`src/gmpc_pkg.sv`:
```
// shared types and constants for the grid minimum path cost core
// used by gmpc_ctrl, gmpc_datapath and grid_min_path_cost_dp_core; no dependencies
package gmpc_pkg;

    localparam int DEF_MAX_ROWS   = 8;
    localparam int DEF_MAX_COLS   = 8;
    localparam int DEF_COST_BITS  = 16;

    localparam int CELL_COST_BITS = 16;
    localparam int BEST_BITS      = 22;
    localparam int RC_BITS        = 3;
    localparam int DIM_BITS       = 4;
    localparam int CFG_IDX_BITS   = 1;

    localparam logic [CFG_IDX_BITS-1:0] REG_ROW_COUNT = 1'b0;
    localparam logic [CFG_IDX_BITS-1:0] REG_COL_COUNT = 1'b1;

    // controller to datapath
    typedef struct packed {
        logic load;       // store the accepted cell cost
        logic back_init;  // point counters at the bottom-right cell
        logic back_rd;    // read own cost and lower neighbor
        logic back_wr;    // compute and write cost-to-end, step back
        logic emit_init;  // point counters at the top-left cell
        logic emit_rd;    // read stored result entry
        logic emit_ld;    // load output register, step forward
    } t_dp_cmd;

    // datapath to controller
    typedef struct packed {
        logic load_last;
        logic back_last;
        logic emit_last;
        logic out_free;
    } t_dp_sts;

endpackage

```
`src/gmpc_ctrl.sv`:
```
// controller state machine: load, backward pass, emit
// depends on gmpc_pkg for the command and status structs
module gmpc_ctrl (
    input  logic              i_clk,
    input  logic              i_rst_n,
    input  logic              i_cell_valid,
    output logic              o_cell_stall,
    input  gmpc_pkg::t_dp_sts i_sts,
    output gmpc_pkg::t_dp_cmd o_cmd
);
    import gmpc_pkg::*;

    typedef enum logic [4:0] {
        S_LOAD  = 5'b00001,
        S_BRD   = 5'b00010,
        S_BCALC = 5'b00100,
        S_ERD   = 5'b01000,
        S_ELD   = 5'b10000
    } t_state;

    t_state r_state, n_state;
    logic   accept;

    assign o_cell_stall = (r_state != S_LOAD);
    assign accept       = i_cell_valid && (r_state == S_LOAD);

    always_comb begin
        n_state = r_state;
        o_cmd   = '0;
        case (r_state)
            S_LOAD: begin
                o_cmd.load = accept;
                if (accept && i_sts.load_last) begin
                    o_cmd.back_init = 1'b1;
                    n_state         = S_BRD;
                end
            end
            S_BRD: begin
                o_cmd.back_rd = 1'b1;
                n_state       = S_BCALC;
            end
            S_BCALC: begin
                o_cmd.back_wr = 1'b1;
                if (i_sts.back_last) begin
                    o_cmd.emit_init = 1'b1;
                    n_state         = S_ERD;
                end else begin
                    n_state = S_BRD;
                end
            end
            S_ERD: begin
                o_cmd.emit_rd = 1'b1;
                n_state       = S_ELD;
            end
            S_ELD: begin
                if (i_sts.out_free) begin
                    o_cmd.emit_ld = 1'b1;
                    n_state       = i_sts.emit_last ? S_LOAD : S_ERD;
                end
            end
            default: begin
                n_state = S_LOAD;
            end
        endcase
    end

    always_ff @(posedge i_clk) begin
        if (!i_rst_n) begin
            r_state <= S_LOAD;
        end else begin
            r_state <= n_state;
        end
    end

endmodule

```
`src/gmpc_datapath.sv`:
```
// datapath: grid dimensions, cost and result memories, counters, output register
// depends on gmpc_pkg for widths, register indexes and the command/status structs
module gmpc_datapath #(
    parameter int MAX_ROWS  = gmpc_pkg::DEF_MAX_ROWS,
    parameter int MAX_COLS  = gmpc_pkg::DEF_MAX_COLS,
    parameter int COST_BITS = gmpc_pkg::DEF_COST_BITS
) (
    input  logic                                i_clk,
    input  logic                                i_rst_n,
    input  logic                                i_cfg_we,
    input  logic [gmpc_pkg::CFG_IDX_BITS-1:0]   i_cfg_index,
    input  logic [gmpc_pkg::DIM_BITS-1:0]       i_cfg_data,
    input  logic [gmpc_pkg::CELL_COST_BITS-1:0] i_cell_cost,
    input  gmpc_pkg::t_dp_cmd                   i_cmd,
    output gmpc_pkg::t_dp_sts                   o_sts,
    input  logic                                i_res_stall,
    output logic                                o_res_valid,
    output logic [gmpc_pkg::RC_BITS-1:0]        o_cell_row,
    output logic [gmpc_pkg::RC_BITS-1:0]        o_cell_col,
    output logic [gmpc_pkg::BEST_BITS-1:0]      o_cost_to_end,
    output logic                                o_go_down,
    output logic                                o_go_right,
    output logic                                o_last_cell
);
    import gmpc_pkg::*;

    localparam int DEPTH = MAX_ROWS * MAX_COLS;
    localparam int AW    = (DEPTH > 1) ? $clog2(DEPTH) : 1;
    localparam int TW    = $clog2(DEPTH + 1) + 1;
    localparam int CW    = (COST_BITS < CELL_COST_BITS) ? COST_BITS : CELL_COST_BITS;
    localparam int EW    = BEST_BITS + 2;

    // dimensions, held already clamped into range
    logic [DIM_BITS-1:0] r_rows, r_cols, cfg_clamp_r, cfg_clamp_c;
    logic [TW-1:0]       total;
    logic [AW-1:0]       last_idx;

    always_comb begin
        if (i_cfg_data == '0) begin
            cfg_clamp_r = DIM_BITS'(1);
        end else if (int'(i_cfg_data) > MAX_ROWS) begin
            cfg_clamp_r = DIM_BITS'(MAX_ROWS);
        end else begin
            cfg_clamp_r = i_cfg_data;
        end
        if (i_cfg_data == '0) begin
            cfg_clamp_c = DIM_BITS'(1);
        end else if (int'(i_cfg_data) > MAX_COLS) begin
            cfg_clamp_c = DIM_BITS'(MAX_COLS);
        end else begin
            cfg_clamp_c = i_cfg_data;
        end
    end

    always_ff @(posedge i_clk) begin
        if (!i_rst_n) begin
            r_rows <= DIM_BITS'(MAX_ROWS);
            r_cols <= DIM_BITS'(MAX_COLS);
        end else if (i_cfg_we) begin
            case (i_cfg_index)
                REG_ROW_COUNT: r_rows <= cfg_clamp_r;
                REG_COL_COUNT: r_cols <= cfg_clamp_c;
                default: ;
            endcase
        end
    end

    assign total    = TW'(r_rows) * TW'(r_cols);
    assign last_idx = AW'(total - TW'(1));

    // load counter
    logic [AW-1:0] r_load_cnt;

    always_ff @(posedge i_clk) begin
        if (!i_rst_n) begin
            r_load_cnt <= '0;
        end else if (i_cfg_we) begin
            r_load_cnt <= '0;
        end else if (i_cmd.load) begin
            r_load_cnt <= (r_load_cnt == last_idx) ? '0 : r_load_cnt + AW'(1);
        end
    end

    // walk counters shared by backward pass and emit
    logic [AW-1:0]      r_idx;
    logic [RC_BITS-1:0] r_r, r_c;
    logic [RC_BITS-1:0] last_r, last_c;
    logic               lastr, lastc;

    assign last_r = RC_BITS'(r_rows - DIM_BITS'(1));
    assign last_c = RC_BITS'(r_cols - DIM_BITS'(1));
    assign lastr  = (r_r == last_r);
    assign lastc  = (r_c == last_c);

    // emit_init comes with the final backward write and takes precedence
    always_ff @(posedge i_clk) begin
        if (i_cmd.back_init) begin
            r_idx <= last_idx;
            r_r   <= last_r;
            r_c   <= last_c;
        end else if (i_cmd.emit_init) begin
            r_idx <= '0;
            r_r   <= '0;
            r_c   <= '0;
        end else if (i_cmd.back_wr) begin
            r_idx <= r_idx - AW'(1);
            if (r_c == '0) begin
                r_c <= last_c;
                r_r <= r_r - RC_BITS'(1);
            end else begin
                r_c <= r_c - RC_BITS'(1);
            end
        end else if (i_cmd.emit_ld) begin
            r_idx <= r_idx + AW'(1);
            if (lastc) begin
                r_c <= '0;
                r_r <= r_r + RC_BITS'(1);
            end else begin
                r_c <= r_c + RC_BITS'(1);
            end
        end
    end

    // memories
    logic [CW-1:0] cost_mem [DEPTH];
    logic [EW-1:0] best_mem [DEPTH];
    logic [CW-1:0] r_cost_rd;
    logic [EW-1:0] r_best_rd;
    logic [AW-1:0] nbr_addr, best_rd_addr;
    logic          best_re;

    assign nbr_addr     = AW'(TW'(r_idx) + TW'(r_cols));
    // lower neighbor only during backward pass and off the last row
    assign best_rd_addr = (i_cmd.back_rd && !lastr) ? nbr_addr : r_idx;
    assign best_re      = i_cmd.back_rd || i_cmd.emit_rd;

    always_ff @(posedge i_clk) begin
        if (i_cmd.load) begin
            cost_mem[r_load_cnt] <= i_cell_cost[CW-1:0];
        end
        if (i_cmd.back_rd) begin
            r_cost_rd <= cost_mem[r_idx];
        end
    end

    // backward step: own cost plus the cheaper existing lower/right neighbor
    logic [BEST_BITS-1:0] r_right_best, dn, nb_min, best_new;
    logic [BEST_BITS:0]   sum;
    logic                 flag_dn, flag_rt;

    assign dn = r_best_rd[BEST_BITS-1:0];

    always_comb begin
        nb_min  = '0;
        flag_dn = 1'b0;
        flag_rt = 1'b0;
        if (lastr && !lastc) begin
            nb_min  = r_right_best;
            flag_rt = 1'b1;
        end else if (lastc && !lastr) begin
            nb_min  = dn;
            flag_dn = 1'b1;
        end else if (!lastr && !lastc) begin
            nb_min  = (dn < r_right_best) ? dn : r_right_best;
            flag_dn = (dn <= r_right_best);
            flag_rt = (r_right_best <= dn);
        end
        sum      = {1'b0, nb_min} + (BEST_BITS + 1)'(r_cost_rd);
        // saturate at the top of the result range
        best_new = sum[BEST_BITS] ? '1 : sum[BEST_BITS-1:0];
    end

    always_ff @(posedge i_clk) begin
        if (i_cmd.back_wr) begin
            best_mem[r_idx] <= {flag_dn, flag_rt, best_new};
            r_right_best    <= best_new;
        end
        if (best_re) begin
            r_best_rd <= best_mem[best_rd_addr];
        end
    end

    // output register
    logic r_out_valid;

    always_ff @(posedge i_clk) begin
        if (!i_rst_n) begin
            r_out_valid <= 1'b0;
        end else if (i_cmd.emit_ld) begin
            r_out_valid <= 1'b1;
        end else if (!i_res_stall) begin
            r_out_valid <= 1'b0;
        end
    end

    always_ff @(posedge i_clk) begin
        if (i_cmd.emit_ld) begin
            o_cell_row    <= r_r;
            o_cell_col    <= r_c;
            o_cost_to_end <= r_best_rd[BEST_BITS-1:0];
            o_go_down     <= r_best_rd[EW-1];
            o_go_right    <= r_best_rd[EW-2];
            o_last_cell   <= (r_idx == last_idx);
        end
    end

    assign o_res_valid     = r_out_valid;
    assign o_sts.load_last = (r_load_cnt == last_idx);
    assign o_sts.back_last = (r_idx == '0);
    assign o_sts.emit_last = (r_idx == last_idx);
    assign o_sts.out_free  = !r_out_valid || !i_res_stall;

endmodule

```
`src/grid_min_path_cost_dp_core.sv`:
```
// top level of the grid minimum path cost core: controller plus datapath
// depends on gmpc_pkg, gmpc_ctrl and gmpc_datapath
//
//   channel   direction  handshake                    payload
//   cell      in         i_cell_valid / o_cell_stall  i_cell_cost
//   result    out        o_res_valid / i_res_stall    o_cell_row, o_cell_col, o_cost_to_end,
//                                                     o_go_down, o_go_right, o_last_cell
//   config    in         i_cfg_we                     i_cfg_index, i_cfg_data
//
// cells load one per cycle while o_cell_stall is low; after the last of N = rows*cols cells
// the backward pass handles each cell as a single-port memory read, then a compute and write back;
// each result then leaves as a memory read followed by an output register load, and the load
// waits while the result side stalls
// synchronous active-low reset; memories need no clearing, every entry is written first
// o_cell_stall is high from the last cell until the last result is in the output register
module grid_min_path_cost_dp_core #(
    parameter int MAX_ROWS  = gmpc_pkg::DEF_MAX_ROWS,
    parameter int MAX_COLS  = gmpc_pkg::DEF_MAX_COLS,
    parameter int COST_BITS = gmpc_pkg::DEF_COST_BITS
) (
    input  logic                                i_clk,
    input  logic                                i_rst_n,
    input  logic                                i_cfg_we,
    input  logic [gmpc_pkg::CFG_IDX_BITS-1:0]   i_cfg_index,
    input  logic [gmpc_pkg::DIM_BITS-1:0]       i_cfg_data,
    input  logic                                i_cell_valid,
    output logic                                o_cell_stall,
    input  logic [gmpc_pkg::CELL_COST_BITS-1:0] i_cell_cost,
    output logic                                o_res_valid,
    input  logic                                i_res_stall,
    output logic [gmpc_pkg::RC_BITS-1:0]        o_cell_row,
    output logic [gmpc_pkg::RC_BITS-1:0]        o_cell_col,
    output logic [gmpc_pkg::BEST_BITS-1:0]      o_cost_to_end,
    output logic                                o_go_down,
    output logic                                o_go_right,
    output logic                                o_last_cell
);
    import gmpc_pkg::*;

    t_dp_cmd cmd;
    t_dp_sts sts;

    gmpc_ctrl u_ctrl (
        .i_clk        (i_clk),
        .i_rst_n      (i_rst_n),
        .i_cell_valid (i_cell_valid),
        .o_cell_stall (o_cell_stall),
        .i_sts        (sts),
        .o_cmd        (cmd)
    );

    gmpc_datapath #(
        .MAX_ROWS  (MAX_ROWS),
        .MAX_COLS  (MAX_COLS),
        .COST_BITS (COST_BITS)
    ) u_datapath (
        .i_clk         (i_clk),
        .i_rst_n       (i_rst_n),
        .i_cfg_we      (i_cfg_we),
        .i_cfg_index   (i_cfg_index),
        .i_cfg_data    (i_cfg_data),
        .i_cell_cost   (i_cell_cost),
        .i_cmd         (cmd),
        .o_sts         (sts),
        .i_res_stall   (i_res_stall),
        .o_res_valid   (o_res_valid),
        .o_cell_row    (o_cell_row),
        .o_cell_col    (o_cell_col),
        .o_cost_to_end (o_cost_to_end),
        .o_go_down     (o_go_down),
        .o_go_right    (o_go_right),
        .o_last_cell   (o_last_cell)
    );

endmodule

```
`config.mk`:
```
export PLATFORM = sky130hd
export DESIGN_NAME = grid_min_path_cost_dp_core
export DESIGN_NICKNAME = d
export VERILOG_FILES = /design/src/gmpc_pkg.sv /design/src/gmpc_ctrl.sv /design/src/gmpc_datapath.sv /design/src/grid_min_path_cost_dp_core.sv
export SDC_FILE = /design/constraint.sdc
export NUM_CORES = 2
export LEC_CHECK = 0
export ABC_AREA = 0
export ABC_CLOCK_PERIOD_IN_PS = 9000
export BUFFER_PORTS_ARGS = -buffer_cell sky130_fd_sc_hd__buf_2
export CORE_ASPECT_RATIO = 1.1
export CORE_MARGIN = 3
export CORE_UTILIZATION = 63
export DETAILED_ROUTE_END_ITERATION = 16
export PLACE_DENSITY = 0.83
export SYNTH_ARGS = -nofsm -noshare
export SYNTH_HDL_FRONTEND = slang
export SYNTH_SLANG_ARGS = --single-unit
```
`constraint.sdc`:
```
create_clock -name i_clk -period 9 [get_ports i_clk]
set_clock_uncertainty 0.05 [all_clocks]
set_input_delay 1.8 -clock i_clk [delete_from_list [all_inputs] [get_ports i_clk]]
set_output_delay 1.8 -clock i_clk [all_outputs]
set_load 0.05 [all_outputs]
```
==> impl_results.md <==
* Pre-antenna DRT Iters at 10
* Worst-path clk slew at ~0.07 ns
* Clk_lat worst skew at between 0.8 and 0.9 ns
* Largest net degree at the start of global routing at roughly 160
* Synthesized area at 104000 sq um
* Post-CTS Setup Inserts at 0
* Number of DRC markers in iteration 0 at around 13000
* Reg2Reg Depth at 20
* PortBufs at between 50 and 60
* Synth warnings at 0
* Area grow syn2layout at 10.8%
* R2r endpoint: u_datapath.best_mem[14][21]
* Gr usage total at 0.359
* Arrival time worst endpoint at ~8.5 ns
* CTS Root Cell: clkbuf_16
* RSZ-0062 raised after global routing: no
* CP Launch Type: register
* EDFF count, synth at about 2700
* Post-synth cell types at slightly above 80
* DR DRC count at 0
* Number of hold buffers added after CTS at 0
* Synth area leaders: edfxtp_1 (77%), nand2_1 (3.7%), a22oi_1 (3.7%)
* Post-synth top area share at 0.767
* Clock sinks at 2685
* Worst setup EP type: register
* Io pins at 59
* Die Span Y at about 430 microns
* Footprint of the multi-input gates at approximately 22000 sq um
* Most instantiated library cell after synthesis: edfxtp_1
* Clock buffer count from CTS at around 240
* Syn Nets at ~7000
* # fillers at between 9000 and 10000
* DR vias/cell at just over 7
* Tcrit/Tclk final at 0.883
* Starting Density at 0.634
* LEAKAGE at ~38 nW
* Hold Path Origin: u_datapath.r_best_rd[22]
* Core area at 165000 sq um
* Via count at ~68000
* CTS H-tree depth at 4
* FF/Latch Area at 80400 sq um
* HPWL after detailed placement at between 150 and 200 mm
* Hold Path Class: register to register
* Status: completed
* Cts repair resizes at 0
* Power density over cell area at roughly 210 nW/um^2
* Final ANT Viol Nets at 0
* Setup TNS at 0 ns
* Post-layout net count at 7057
* Die area at 171000 sq um
* Final Core Density at 0.703
* Vias in the first global route at roughly 66000
* # setup viols final at 0
* Mapped Cells at roughly 7000
* Placed cells at around 8900
* Period minus WS final at a little under 8 ns
* First-pass GRT wire length at approximately 440 mm
* Worst hold stages at 0
* R2R Setup Slk at around 1.1 ns
* Share of cells above drive strength 1 at 0.108
* Sequential area share after synthesis at 0.771
* GRT overflow at 0
* FFs w/ async S/R, synth at 0
* Hold path endpoint: u_datapath.o_go_right
* Avg WL per Cell at roughly 33 microns
* Critical path type: register to register
* RePlAce Congestion at roughly 0.93
* Top FF cell, synth: edfxtp_1
* Worst-margin pin slew at 1.44 ns
* Synthesized area per cell at 15.2 sq um
* CTS Buffer Depth at 3
* Post-route insts no fill at ~9400
* Routed WL at around 310 mm
* WP data required at 9.60 ns
* Pwr Total at 0.0242 W
* Post-synth top cells: edfxtp_1 (2665), nand2_1 (1024), a22oi_1 (511), a21oi_1 (466), nand3_1 (427)
* Count of state elements after synthesis at 2685
* Final Hold Vio Count at 0
* Site Rows at 156
* Max VDD drop at approximately 210 uV
* Launch point of the worst reg-to-reg path: u_datapath.r_rows[0]
* Die Span X at roughly 400 microns
* CTS tree: done
* Max Cap Violations at 0
* Initial antenna violation count at 16
* Slew Limit Fails at 0
* CP max FO at 43
* Highest clock rate at ~130 MHz
* Yosys top cell by area: edfxtp_1
* Max-Slew Margin vs Limit at 0.0326
## area by class of cell
| class | instances | share of cell area |
|---|---|---|
| Clock inverter | 156 | 0.0120 |
| Timing Repair Buffer | 280 | 0.0184 |
| Tap cell | 2212 | 0.0239 |
| Multi-Input combinational cell | 3692 | 0.194 |
| Sequential cell | 2685 | 0.696 |
| Inverter | 63 | 0.00205 |
| Clock buffer | 291 | 0.0537 |
| Antenna cell | 12 | 0.000260 |
## worst max-delay path, cell delays in order (launching register included)
cell	delay, ns
dfxtp_1	0.50
inv_1	0.13
ha_1	0.28
xor3_2	0.45
nor3_2	0.65
a21oi_1	0.08
and4_4	0.23
or2_1	0.23
buf_4	0.28
o21ai_0	0.34
inv_1	0.10
fa_1	0.39
nor2b_1	0.25
o21ai_0	0.15
a21boi_0	0.65
o311a_1	0.38
nor4_1	0.12
o31ai_1	0.66
a21oi_1	0.21
mux2i_4	1.07
buf_4	0.46
## placed cells by master, fill, tap and decap left out, drive strengths merged, types with 18 or more instances in the layout
cell type and count:
nand3b 29, bufinv 18, clkbuf 291, a222oi 23, nor4b 22, edfxtp 2665, nand2 1034, nand3 427
dfxtp 20, or3 30, buf 280, a22oi 511, a22o 155, o22a 22, a32oi 26, a221oi 88
a31oi 110, inv 74, a21oi 466, clkinv 121, xnor2 28, nand4 92, o2bb2a 22, xor2 22
ha 61, nor2 186, mux2 28, o21ai 47, mux2i 89
## power breakdown
part / switching, W / total, W / internal [W] / leakage (nW)
Combinational: 0.000342 / 0.000405 / 0.0000632 / 9.84
Sequential: 0.00000746 / 0.0138 / 0.0138 / 24.1
Clock: 0.00454 / 0.00997 / 0.00544 / 3.73
## metal layers
metal	vias to the layer above	share of wire	routed length, microns	track usage
li1	27000	-	-	-
met1	33100	0.32	98100	0.453
met2	6538	0.46	143000	0.553
met3	1285	0.15	45800	0.0936
met4	6	0.077	24000	0.245
met5	-	0.00012	37	0
## worst max path at each step
stage | start | to | slack, ns | cells past startpoint
after floorplan | u_datapath.r_rows[0] | u_datapath.best_mem[0][19] | 1.12 | 22
after global routing | u_datapath.r_rows[0] | u_datapath.best_mem[12][21] | 0.73 | 20
final | u_datapath.r_rows[0] | u_datapath.best_mem[14][21] | 1.05 | 20
after detailed placement | u_datapath.r_rows[0] | u_datapath.best_mem[47][9] | 1.32 | 19
after global placement | u_datapath.r_rows[0] | u_datapath.best_mem[24][14] | 1.48 | 19
after CTS | u_datapath.r_rows[0] | u_datapath.best_mem[24][14] | 1.27 | 19
## per-stage QoR
| stage | instance area (sq um) | hold slack [ns] | setup WS [ns] |
|---|---|---|---|
| global route | 116000 | 0.384 | 0.729 |
| global placement | 108000 | 0.362 | 1.48 |
| CTS | 116000 | 0.376 | 1.27 |
| detailed placement | 108000 | 0.355 | 1.32 |
| floorplan | 104000 | 0.350 | 1.12 |
| finish | 116000 | 0.380 | 1.05 |
## registers in the layout, indices dropped and copies added (netlist names), 4 cells and up
register,flops
u_datapath.r_right_best,22
u_datapath.r_rows,4
u_datapath.o_cost_to_end,22
u_datapath.r_load_cnt,6
u_datapath.r_best_rd,24
u_datapath.r_cost_rd,16
u_datapath.r_cols,4
u_datapath.r_idx,6
u_ctrl.r_state,5
u_datapath.best_mem,1536
u_datapath.cost_mem,1024
## cell families (layout without fill, tap and decap cells)
family,Yosys count,after routing,share of synthesized area
flops,2685,2685,0.771
simple gates,1915,1915,0.0819
compound gates,1538,1538,0.102
buf+inv,501,790,0.0197
mux,117,117,0.0116
fa+ha+maj,70,70,0.00904
xor+xnor,52,52,0.00465
other cells,0,12,0
No activity file was read; power rests on OpenSTA's default activity.
